$ cat src/rtl/mlpd_pkg.sv
// ----------------------------------------------------------------------------
// mlpd_pkg
// Shared types and constants for the magic-word, length-prefixed packet
// deframer.
// ----------------------------------------------------------------------------
package mlpd_pkg;

  // Start-of-packet marker, big-endian on the wire.
  localparam logic [15:0] MAGIC_WORD = 16'hAA55;

  // Header bytes that follow the magic word: version, type, module, length.
  localparam int unsigned HDR_BYTES = 1 + 2 + 2 + 4;
  localparam int unsigned HDR_IDX_W = $clog2(HDR_BYTES + 1);
  localparam logic [HDR_IDX_W-1:0] HDR_LAST_IDX = HDR_IDX_W'(HDR_BYTES - 1);

  // Header byte positions after the magic word.
  localparam logic [HDR_IDX_W-1:0] IDX_VERSION  = HDR_IDX_W'(0);
  localparam logic [HDR_IDX_W-1:0] IDX_TYPE_LO  = HDR_IDX_W'(2);
  localparam logic [HDR_IDX_W-1:0] IDX_MODULE_LO = HDR_IDX_W'(4);

  // Result queue between the parser and the output port.
  localparam int unsigned QDEPTH = 4;
  localparam int unsigned QPTR_W = $clog2(QDEPTH);
  localparam int unsigned QCNT_W = $clog2(QDEPTH + 1);

  // Result kinds.
  localparam logic KIND_HEADER  = 1'b0;
  localparam logic KIND_PAYLOAD = 1'b1;

  // One result transaction.
  typedef struct packed {
    logic        kind;
    logic [7:0]  version;
    logic [15:0] packet_type;
    logic [15:0] module_id;
    logic [31:0] payload_length;
    logic [7:0]  data_byte;
    logic        last;
  } res_t;

  // Write side of the result queue.
  typedef struct packed {
    logic push;
    res_t res;
  } q_wr_t;

endpackage

$ cat src/rtl/magic_length_packet_deframer.sv
// ----------------------------------------------------------------------------
// magic_length_packet_deframer
// Deframes a byte stream into header and payload results for packets that
// start with the magic word 0xAA55 and carry a big-endian length field.
// ----------------------------------------------------------------------------
// Usage:
//   Input channel in_valid/in_ready/in_rx_byte carries one received byte per
//   transaction. Bytes outside a packet that do not complete the magic word
//   are dropped without a result.
//   Output channel out_valid/out_ready/out_* carries one result per header
//   (out_kind = 0) and one per payload byte (out_kind = 1); out_last marks
//   the final result of each packet, including the header of an empty one.
//   Each result is written into the result queue when the byte that caused
//   it is accepted; the head of the queue drives the output.
//   Throughput: one byte per cycle while the result queue has room; the
//   parser makes a single state update per byte.
//   A four-entry result queue separates the parser from the output; in_ready
//   falls only when that queue is full, so the receiver may stall for up to
//   four results before the input is held off.
//   Reset (rst_n low, synchronous) empties the queue and puts the parser in
//   the hunting state with all header fields cleared.
// ----------------------------------------------------------------------------
module magic_length_packet_deframer (
  input  logic        clk,
  input  logic        rst_n,
  input  logic        in_valid,
  output logic        in_ready,
  input  logic [7:0]  in_rx_byte,
  output logic        out_valid,
  input  logic        out_ready,
  output logic        out_kind,
  output logic [7:0]  out_version,
  output logic [15:0] out_packet_type,
  output logic [15:0] out_module_id,
  output logic [31:0] out_payload_length,
  output logic [7:0]  out_data_byte,
  output logic        out_last
);
  import mlpd_pkg::*;

  q_wr_t q_wr;
  logic  q_full;
  res_t  out_res;

  // Parser: hunt, header collection and payload tagging.
  mlpd_front u_front (
    .clk        (clk),
    .rst_n      (rst_n),
    .in_valid   (in_valid),
    .in_ready   (in_ready),
    .in_rx_byte (in_rx_byte),
    .q_full     (q_full),
    .q_wr       (q_wr)
  );

  // Result queue feeding the output channel.
  mlpd_queue u_queue (
    .clk       (clk),
    .rst_n     (rst_n),
    .q_wr      (q_wr),
    .q_full    (q_full),
    .out_valid (out_valid),
    .out_ready (out_ready),
    .out_res   (out_res)
  );

  // Split the result transaction onto the output ports.
  assign out_kind           = out_res.kind;
  assign out_version        = out_res.version;
  assign out_packet_type    = out_res.packet_type;
  assign out_module_id      = out_res.module_id;
  assign out_payload_length = out_res.payload_length;
  assign out_data_byte      = out_res.data_byte;
  assign out_last           = out_res.last;

endmodule

$ cat src/rtl/mlpd_front.sv
// ----------------------------------------------------------------------------
// mlpd_front
// Byte parser: hunts for the magic word, collects the header and tags the
// payload bytes, pushing one result per header or payload byte.
// ----------------------------------------------------------------------------
module mlpd_front (
  input  logic                 clk,
  input  logic                 rst_n,
  input  logic                 in_valid,
  output logic                 in_ready,
  input  logic [7:0]           in_rx_byte,
  input  logic                 q_full,
  output mlpd_pkg::q_wr_t      q_wr
);
  import mlpd_pkg::*;

  typedef enum logic [1:0] {
    PH_HUNT,
    PH_HEADER,
    PH_PAYLOAD
  } phase_t;

  phase_t                phase_r, phase_nxt;
  logic [7:0]            prev_byte_r, prev_byte_nxt;
  logic                  prev_valid_r, prev_valid_nxt;
  logic [HDR_IDX_W-1:0]  hdr_idx_r, hdr_idx_nxt;
  logic [7:0]            version_r, version_nxt;
  logic [15:0]           type_r, type_nxt;
  logic [15:0]           module_r, module_nxt;
  logic [31:0]           length_r, length_nxt;
  logic [31:0]           remaining_r, remaining_nxt;
  logic                  accept;
  logic [7:0]            b;

  // The parser takes a byte whenever the queue has room.
  assign in_ready = !q_full;
  assign accept   = in_valid && in_ready;
  assign b        = in_rx_byte;

  // Next-state and result logic for one accepted byte.
  always_comb begin
    phase_nxt      = phase_r;
    prev_byte_nxt  = prev_byte_r;
    prev_valid_nxt = prev_valid_r;
    hdr_idx_nxt    = hdr_idx_r;
    version_nxt    = version_r;
    type_nxt       = type_r;
    module_nxt     = module_r;
    length_nxt     = length_r;
    remaining_nxt  = remaining_r;
    q_wr.push      = 1'b0;
    q_wr.res       = '0;

    if (accept) begin
      unique case (phase_r)
        PH_HEADER: begin
          // Shift the byte into the field it belongs to.
          if (hdr_idx_r == IDX_VERSION) begin
            version_nxt = b;
          end else if (hdr_idx_r <= IDX_TYPE_LO) begin
            type_nxt = {type_r[7:0], b};
          end else if (hdr_idx_r <= IDX_MODULE_LO) begin
            module_nxt = {module_r[7:0], b};
          end else begin
            length_nxt = {length_r[23:0], b};
          end
          hdr_idx_nxt = hdr_idx_r + 1'b1;
          if (hdr_idx_r == HDR_LAST_IDX) begin
            // Header complete: emit the header result.
            hdr_idx_nxt                 = '0;
            q_wr.push                   = 1'b1;
            q_wr.res.kind               = KIND_HEADER;
            q_wr.res.version            = version_nxt;
            q_wr.res.packet_type        = type_nxt;
            q_wr.res.module_id          = module_nxt;
            q_wr.res.payload_length     = length_nxt;
            q_wr.res.data_byte          = '0;
            if (length_nxt == '0) begin
              q_wr.res.last  = 1'b1;
              phase_nxt      = PH_HUNT;
              prev_valid_nxt = 1'b0;
              prev_byte_nxt  = '0;
            end else begin
              q_wr.res.last = 1'b0;
              remaining_nxt = length_nxt;
              phase_nxt     = PH_PAYLOAD;
            end
          end
        end
        PH_PAYLOAD: begin
          // Pass the byte through, counting down to the last one.
          q_wr.push               = 1'b1;
          q_wr.res.kind           = KIND_PAYLOAD;
          q_wr.res.version        = version_r;
          q_wr.res.packet_type    = type_r;
          q_wr.res.module_id      = module_r;
          q_wr.res.payload_length = length_r;
          q_wr.res.data_byte      = b;
          if (remaining_r <= 32'd1) begin
            q_wr.res.last  = 1'b1;
            remaining_nxt  = '0;
            phase_nxt      = PH_HUNT;
            prev_valid_nxt = 1'b0;
            prev_byte_nxt  = '0;
          end else begin
            q_wr.res.last = 1'b0;
            remaining_nxt = remaining_r - 32'd1;
          end
        end
        default: begin
          // Slide the two-byte window looking for the magic word.
          if (prev_valid_r && ({prev_byte_r, b} == MAGIC_WORD)) begin
            phase_nxt      = PH_HEADER;
            hdr_idx_nxt    = '0;
            version_nxt    = '0;
            type_nxt       = '0;
            module_nxt     = '0;
            length_nxt     = '0;
            prev_valid_nxt = 1'b0;
            prev_byte_nxt  = '0;
          end else begin
            phase_nxt      = PH_HUNT;
            prev_byte_nxt  = b;
            prev_valid_nxt = 1'b1;
          end
        end
      endcase
    end
  end

  // State registers.
  always_ff @(posedge clk) begin
    if (!rst_n) begin
      phase_r      <= PH_HUNT;
      prev_byte_r  <= '0;
      prev_valid_r <= 1'b0;
      hdr_idx_r    <= '0;
      version_r    <= '0;
      type_r       <= '0;
      module_r     <= '0;
      length_r     <= '0;
      remaining_r  <= '0;
    end else begin
      phase_r      <= phase_nxt;
      prev_byte_r  <= prev_byte_nxt;
      prev_valid_r <= prev_valid_nxt;
      hdr_idx_r    <= hdr_idx_nxt;
      version_r    <= version_nxt;
      type_r       <= type_nxt;
      module_r     <= module_nxt;
      length_r     <= length_nxt;
      remaining_r  <= remaining_nxt;
    end
  end

  // The payload phase always has at least one byte still to come.
  a_payload_nonzero: assert property (@(posedge clk) disable iff (!rst_n)
    (phase_r == PH_PAYLOAD) |-> (remaining_r != '0))
    else $error("payload phase with zero bytes remaining");

  // A transaction marked last always sends the parser back to hunting.
  a_last_to_hunt: assert property (@(posedge clk) disable iff (!rst_n)
    (q_wr.push && q_wr.res.last) |=> (phase_r == PH_HUNT && !prev_valid_r))
    else $error("last result did not restart the hunt");

  // Header results only come out at the final header byte.
  a_header_at_end: assert property (@(posedge clk) disable iff (!rst_n)
    (q_wr.push && q_wr.res.kind == KIND_HEADER) |->
      (phase_r == PH_HEADER && hdr_idx_r == HDR_LAST_IDX))
    else $error("header result emitted before header complete");

endmodule

$ cat src/rtl/mlpd_queue.sv
// ----------------------------------------------------------------------------
// mlpd_queue
// Short result queue between the parser and the output port; its head
// drives the output channel directly.
// ----------------------------------------------------------------------------
module mlpd_queue (
  input  logic             clk,
  input  logic             rst_n,
  input  mlpd_pkg::q_wr_t  q_wr,
  output logic             q_full,
  output logic             out_valid,
  input  logic             out_ready,
  output mlpd_pkg::res_t   out_res
);
  import mlpd_pkg::*;

  res_t               entry_r [QDEPTH];
  logic [QPTR_W-1:0]  wr_ptr_r, wr_ptr_nxt;
  logic [QPTR_W-1:0]  rd_ptr_r, rd_ptr_nxt;
  logic [QCNT_W-1:0]  count_r, count_nxt;
  logic               pop;

  assign q_full    = (count_r == QCNT_W'(QDEPTH));
  assign out_valid = (count_r != '0);
  assign out_res   = entry_r[rd_ptr_r];
  assign pop       = out_valid && out_ready;

  // Pointer and occupancy update.
  always_comb begin
    wr_ptr_nxt = wr_ptr_r;
    rd_ptr_nxt = rd_ptr_r;
    count_nxt  = count_r;
    if (q_wr.push) begin
      wr_ptr_nxt = wr_ptr_r + 1'b1;
    end
    if (pop) begin
      rd_ptr_nxt = rd_ptr_r + 1'b1;
    end
    if (q_wr.push && !pop) begin
      count_nxt = count_r + 1'b1;
    end else if (pop && !q_wr.push) begin
      count_nxt = count_r - 1'b1;
    end
  end

  always_ff @(posedge clk) begin
    if (!rst_n) begin
      wr_ptr_r <= '0;
      rd_ptr_r <= '0;
      count_r  <= '0;
    end else begin
      wr_ptr_r <= wr_ptr_nxt;
      rd_ptr_r <= rd_ptr_nxt;
      count_r  <= count_nxt;
    end
  end

  // Entry storage; no reset needed on payload.
  always_ff @(posedge clk) begin
    if (q_wr.push) begin
      entry_r[wr_ptr_r] <= q_wr.res;
    end
  end

  // The parser never writes into a full queue.
  a_no_overflow: assert property (@(posedge clk) disable iff (!rst_n)
    q_wr.push |-> !q_full)
    else $error("push into full result queue");

  // Occupancy never exceeds the queue depth.
  a_count_range: assert property (@(posedge clk) disable iff (!rst_n)
    count_r <= QCNT_W'(QDEPTH))
    else $error("result queue count out of range");

  // Occupancy tracks the pointers.
  a_count_ptrs: assert property (@(posedge clk) disable iff (!rst_n)
    (wr_ptr_r - rd_ptr_r) == count_r[QPTR_W-1:0])
    else $error("result queue count disagrees with pointers");

endmodule
$ cat config.mk
export PLATFORM = sky130hd
export DESIGN_NAME = magic_length_packet_deframer
export DESIGN_NICKNAME = d
export VERILOG_FILES = /design/src/rtl/mlpd_pkg.sv /design/src/rtl/magic_length_packet_deframer.sv /design/src/rtl/mlpd_front.sv /design/src/rtl/mlpd_queue.sv
export SDC_FILE = /design/constraint.sdc
export NUM_CORES = 1
export LEC_CHECK = 0
export BUFFER_PORTS_ARGS = -buffer_cell sky130_fd_sc_hd__buf_2
export CORE_MARGIN = 10
export CORE_UTILIZATION = 55
export CTS_CLUSTER_SIZE = 20
export DETAILED_ROUTE_END_ITERATION = 7
export PLACE_DENSITY = 0.76
export SETUP_SLACK_MARGIN = 0.15
export SYNTH_ARGS = -nofsm -noshare
export SYNTH_HDL_FRONTEND = slang
export SYNTH_SLANG_ARGS = --single-unit
$ cat constraint.sdc
create_clock -name clk -period 4.1 [get_ports clk]
set_input_delay 0.205 -clock clk [delete_from_list [all_inputs] [get_ports clk]]
set_output_delay 0.205 -clock clk [all_outputs]
set_load 0.01 [all_outputs]
======== Yosys cells after proc, flatten, opt, wreduce, memory -nomap -nowiden ========
Memory sizes are Yosys's and may differ from the RTL's. A register that Yosys moved wholly into a read port is not among the register bits.
Index checks and enable logic that the tools add are counted.
word-level totals
  flip-flop bits (word level) ............. 126
  bits in writable memories ............... 328
  input port bits ......................... 12
  output and inout bits ................... 84
  word-level logic and storage cells ...... 101
  memories ................................ 1
cells by class
  add/subtract/negate cells ............... 6
  magnitude comparators ................... 3
  equal/unequal tests ..................... 9
  mux-type cells .......................... 51
  bitwise logic cells ..................... 1
  reductions and logical operators ........ 18
memories
  memory           words  width  read ports  clocked after Yosys merged registers in  wr ports  RTL line          source
  u_queue.entry_r  4      82     1           1                                        1         mlpd_queue.sv:17  res_t entry_r [QDEPTH];
operators with widths
  cell                     number
  $mux W32                 9
  $mux W83                 2
  $pmux W83 S2             1
  $pmux W32 S2             2
  $mux W16                 6
  $pmux W16 S2             2
  $mux W8                  6
  $le A32 B1 Y1 const B    1
  $logic_not A32 Y1        1
  $pmux W8 S2              2
  $sub A32 B1 Y32 const B  1
  $eq A16 B16 Y1 const B   1
  $mux W2                  5
  $mux W1                  9
  $mux W4                  2
  $pmux W4 S2              1
  $reduce_and A4 Y1        2
  $mux W3                  2
  $ne A2 B1 Y1 const B     3
  $reduce_and A3 Y1        2
  $reduce_bool A2 Y1       3
  $logic_and A1 B1 Y1      5
  $add A2 B1 Y2 const B    2
  $add A4 B1 Y4 const B    1
  15 further kinds         17

======== Depth between registers and ports, before layout ========
  word-level depth ........................ 15
  gate-level depth with buffers ........... 14
  mapped depth without buffers ............ 11

======== Hierarchy ========
A second synthesis with hierarchy kept.
unflattened totals
  cell total of the unflattened synthesis .. 1279
  area, all modules ....................... 18859.3 um2
by module, submodules not included
  module      instances  cells an instance  area each (um2)  seq. area each (um2)
  mlpd_queue  1          471                12375.6          10029.6
  mlpd_front  1          808                6483.7           2382.3

======== Worst setup path after synthesis ========
OpenSTA, ideal clock, no wires.
  path kind ............................... register to register
  from .................................... register u_front.phase_r[0]
  to ...................................... memory u_queue.entry_r[1][0] (netlist bit), enable pin
  library setup time ...................... 0.449 ns
  arrival time ............................ 3.588 ns
  required time ........................... 3.651 ns
  slack ................................... 0.063 ns
  stages on the path, launching flop included .. 8
  path buffers ............................ 2
  period minus slack after synthesis ...... 4.037 ns
  cell sequence ........................... dfxtp_1 inv_1 ha_1 or3_1 buf_2 nor2_1 clkbuf_1 and2_1
between the ends
  cells in the longest elaborated chain, start to end .. 5
  elaborated cells between the ends (all ways) .. 6
  those cells by class .................... eq/ne: 2; mux: 4
ends and longest elaborated chain
  element                                              RTL line           source
  start, declared                                      mlpd_front.sv:23   phase_t phase_r, phase_nxt;
  start signal, assigned                               mlpd_front.sv:144  phase_r <= phase_nxt;
  $eq A2 B2 Y1 / $eq A2 B1 Y1 (equally long branches)  mlpd_front.sv:55   unique case (phase_r)
  $pmux W83 S2 (*)                                     mlpd_front.sv:55
  $mux W83 (*)                                         mlpd_front.sv:54   if (accept) begin
  $mux W1 (*)                                          mlpd_queue.sv:60   if (q_wr.push) begin
  $mux W1 (implied by the code) (*)                    mlpd_queue.sv:61   entry_r[wr_ptr_r] <= q_wr.res;
  end, declared                                        mlpd_queue.sv:17
Every way passes the cells marked *; elsewhere a longest branch is shown, timed or not.

======== Worst setup path after layout ========
  from .................................... register u_front.phase_r[0]
  to ...................................... register u_queue.count_r[2]
between the ends
  cells in the longest elaborated chain, start to end .. 6
  elaborated cells between the ends (all ways) .. 9
  those cells by class .................... eq/ne: 2; mux: 3; reduce/logical: 4
ends and longest elaborated chain
  element                                              RTL line          source
  $eq A2 B2 Y1 / $eq A2 B1 Y1 (equally long branches)  mlpd_front.sv:55
  $pmux W83 S2 (*)                                     mlpd_front.sv:55
  $mux W83 (*)                                         mlpd_front.sv:54
  $logic_not A1 Y1                                     mlpd_queue.sv:41  end else if (pop && !q_wr.push) begin
  $logic_and A1 B1 Y1                                  mlpd_queue.sv:41
  $reduce_bool A2 Y1 (no source line)                  -
  end signal, assigned                                 mlpd_queue.sv:54  count_r <= count_nxt;
  end, declared                                        mlpd_queue.sv:20  logic [QCNT_W-1:0] count_r, count_nxt;
Marked as above.
A chain may end at the register's enable or synchronous reset.

==> run summary <==
# DRC = 0
Worst-Skew Late Latency = 0.56 ns
# fillers = 2446
fin. max-slew vios = 0
depth of the most critical reg-to-reg path = 10
leakage dissipation = 0.00735 uW
Die Y = 206 um
total setup buffers inserted after CTS = 0
Core Area = 34400 um2
syn_nets = 1326
Netlist cell types = 79
Seq/Total Area, Yosys = 65.1%
Relative slew margins = 18.7%
Synth Area in Compound Gates = 10.9%
routing usage on met3 = 3.56%
pre-CTS setup slack = 1.11 ns
synth warn = 0
crit path DAT = 3.51 ns
Pre-Repair DR Iteration Count = 6
clk root buf = clkbuf_16
CTS Hold Bufs = 1
CP endpoint kind = register
Synth area leaders = edfxtp_1 (52%), dfxtp_1 (13%), mux4_2 (9.7%), and2_1 (1.8%), nand2_1 (1.7%)
clock sink count = 456
Async S/R FF share, synth = 0%
worst path required time = 4.59 ns
dpl cells = 1794
Crit-path slowest cell = nor2_2
largest family of logic cells by synthesized area = multiplexers
Final Cell Area = 21500 um2
Flop pwr share = 51.3%
setup slack, reg-to-reg = 1.08 ns
Max H-tree Level = 2
total CTS buffers = 44
worst-path cell chain = inv_1, ha_2, or3_1, nor2_2, ha_1, inv_1, fa_1, xor2_1, or3_1, a21oi_1
Worst-path clk slew = 0.07 ns
final setup vio count = 0
most frequent cells in the layout = edfxtp_1 (328), dfxtp_1 (126), buf_2 (95), nand2_1 (86), mux4_2 (82)
largest net degree at the start of global routing = 77
PnR worst setup slack = 1.08 ns
Post-Layout Cell Count = 1875
NumNets Final = 1411
most used flip-flop cell after synthesis = edfxtp_1
met2 GRT Util = 33.6%
CTS tree = done
reg2reg end = u_queue.count_r[2]
Max Freq = 0.331 GHz
Routed Antenna Nets = 0
post-synthesis simple-gate area fraction = 9.42%
status = finished, final reports clean
worst-path maximum fanout = 13
Initial Util = 55.5%
post-synth top area share = 51.7%
Switching Share = 22.2%
DR iter-0 viols = 1427
GPL Wtd Cong = 0.914
worst vdd ir = 0.000313 V
GRT Util Overall = 21.3%
die area = 42500 um2
min-delay worst type = in2reg
Placed Area = 20100 um2
Port-buffer cells = 95
Final period util = 73.7%
# rows = 68
antenna violations before repair = 1
Syn-to-layout area delta = 13.0%
number of flops mapped to enable cells by yosys = 328
commonest non-fill, non-tap cell in the layout = edfxtp_1
TNS Setup = 0 ns
multiplexer share of the synthesized area = 11.2%
Synth Area in Adders = 0.893%
Mapped Cells = 1301
#FFs+latches synth = 456
I/O pins = 96
clock power share = 41.4%
worst r2r src = u_front.phase_r[0]
Comb power frac = 7.3%
Worst path max stage delay = 0.47 ns
Layout Skew = 0.0200 ns
internal power = 7580 uW
Max Buffers Root-to-Sink = 3
RSZ-0062 raised after global routing = false
post-CTS sizing = 0
layout cell share with drive strength beyond 1 = 22.3%
total wire length = 45.4 mm
Slew @ Worst Pin = 1.22 ns
total of max-cap violations = 0
GR Overflow Total = 0
Yosys top cell by area = edfxtp_1
met1 GRT Util = 30.3%
Critical Path Source Type = register
vias in the first global route = 11681
Setup CP Type = reg2reg
Final Hold Fails = 0
worst setup path endpoint = u_queue.count_r[2]
pwr dens = 453 nW/um2
HPWL after DPL = 28.6 mm
post-synthesis cell area = 19100 um2
final core occ = 62.7%
routed via count = 12163
Horiz. Die Dim = 206 um
Min Clock Period, post-route = 3.02 ns
first-pass GRT wire length = 70.4 mm
xor/xnor share of the synthesized area = 0.230%
Most Crowded Layer GR = met2
CP startpoint = u_front.phase_r[0]
Vias per Instance = 6.49
Avg Cell Area, Syn = 14.7 um2
switching power = 2170 uW
wire per inst = 24.2 um
per-layer routing:
layer  part of all wire [%]  vias to the layer above
li1                       -                     5380
met1                     43                     6158
met2                     47                      535
met3                    7.1                       90
met4                    2.3                        0
met5                      0                        -
worst min-delay path by stage:
stage,start,to,slack [ns],cells past startpoint
after floorplan,in_rx_byte[1],u_front.prev_byte_r[1],0.34,2
after global placement,u_front.version_r[4],u_front.version_r[4],0.44,2
after detailed placement,u_front.version_r[3],u_front.version_r[3],0.44,2
after CTS,in_rx_byte[3],u_front.prev_byte_r[3],0.002,3
after global routing,in_rx_byte[3],u_front.prev_byte_r[3],0.06,3
final,in_rx_byte[3],u_front.prev_byte_r[3],0.03,3
kinds of logic after synthesis:
logic type	after synthesis
DFF	456
and+or+nand+nor	336
AOI/OAI and AO/OA	275
muxes	109
buffers and inverters	107
adders and majority gates	13
xor gates and xnor gates	5
power groups by stage:
stage | Clock [uW] | Combinational, uW | Sequential [uW]
after floorplan | 0 | 524 | 5020
after global placement | 0 | 706 | 5110
after detailed placement | 0 | 715 | 5110
after CTS | 4090 | 725 | 5010
after global routing | 4270 | 771 | 5020
final | 4030 | 710 | 5010
cell usage after synthesis, types with 4 or more instances:
cell       instances
nand2_1           86
a21oi_1           30
nor4_1            20
or4_1              7
nor2_1            60
or3_1             16
a211oi_1          24
o211ai_1           5
a22oi_1           35
a22o_1            32
nand3_1           33
o32ai_1           11
o31a_1             4
o21ai_0           31
edfxtp_1         328
o2bb2ai_1         14
inv_1             15
nand4_1            7
mux4_2            82
nor3_1            22
buf_2             21
ha_1              12
a31oi_1           11
o211a_1            4
mux2_2             9
xor2_1             4
o22ai_1           24
and2_1            54
dfxtp_1          128
mux2i_1           18
buf_1             13
a32o_1            16
clkbuf_1          52
sequential cells by signal, indices dropped and copies added, names as in the netlist, 3 cells and up, named ones only:
signal and cells:
u_front.remaining_r 32, u_front.type_r 16, u_front.module_r 16, u_queue.entry_r 328
u_front.version_r 8, u_queue.count_r 3, u_front.hdr_idx_r 4, u_front.length_r 32
u_front.prev_byte_r 8
per-stage QoR:
stage	power, uW	hold slack [ns]
floorplan	5550	0.344
finish	9750	0.0322
CTS	9830	0.00227
detailed placement	5820	0.444
global placement	5810	0.439
global route	10100	0.0583
worst max-delay path: cells and delay by family, from the launching register on:
family | cells | cell delay (ns)
AOI/OAI and AO/OA | 1 | 0.13
xor gates and xnor gates | 1 | 0.18
adders and majority gates | 3 | 0.96
buffers and inverters | 2 | 0.12
DFF | 1 | 0.36
and+or+nand+nor | 3 | 1.19
layout make-up:
class | instances | area [um2] | area share (%)
Antenna cell | 1 | 2.50 | 0.0116
Clock buffer | 57 | 1270 | 5.92
Clock inverter | 22 | 186 | 0.866
Inverter | 18 | 67.6 | 0.314
Multi-Input combinational cell | 738 | 6240 | 29.0
Sequential cell | 456 | 12400 | 57.7
Tap cell | 455 | 569 | 2.64
Timing Repair Buffer | 128 | 776 | 3.60
Note: power is estimated with default switching activity, not from simulation.
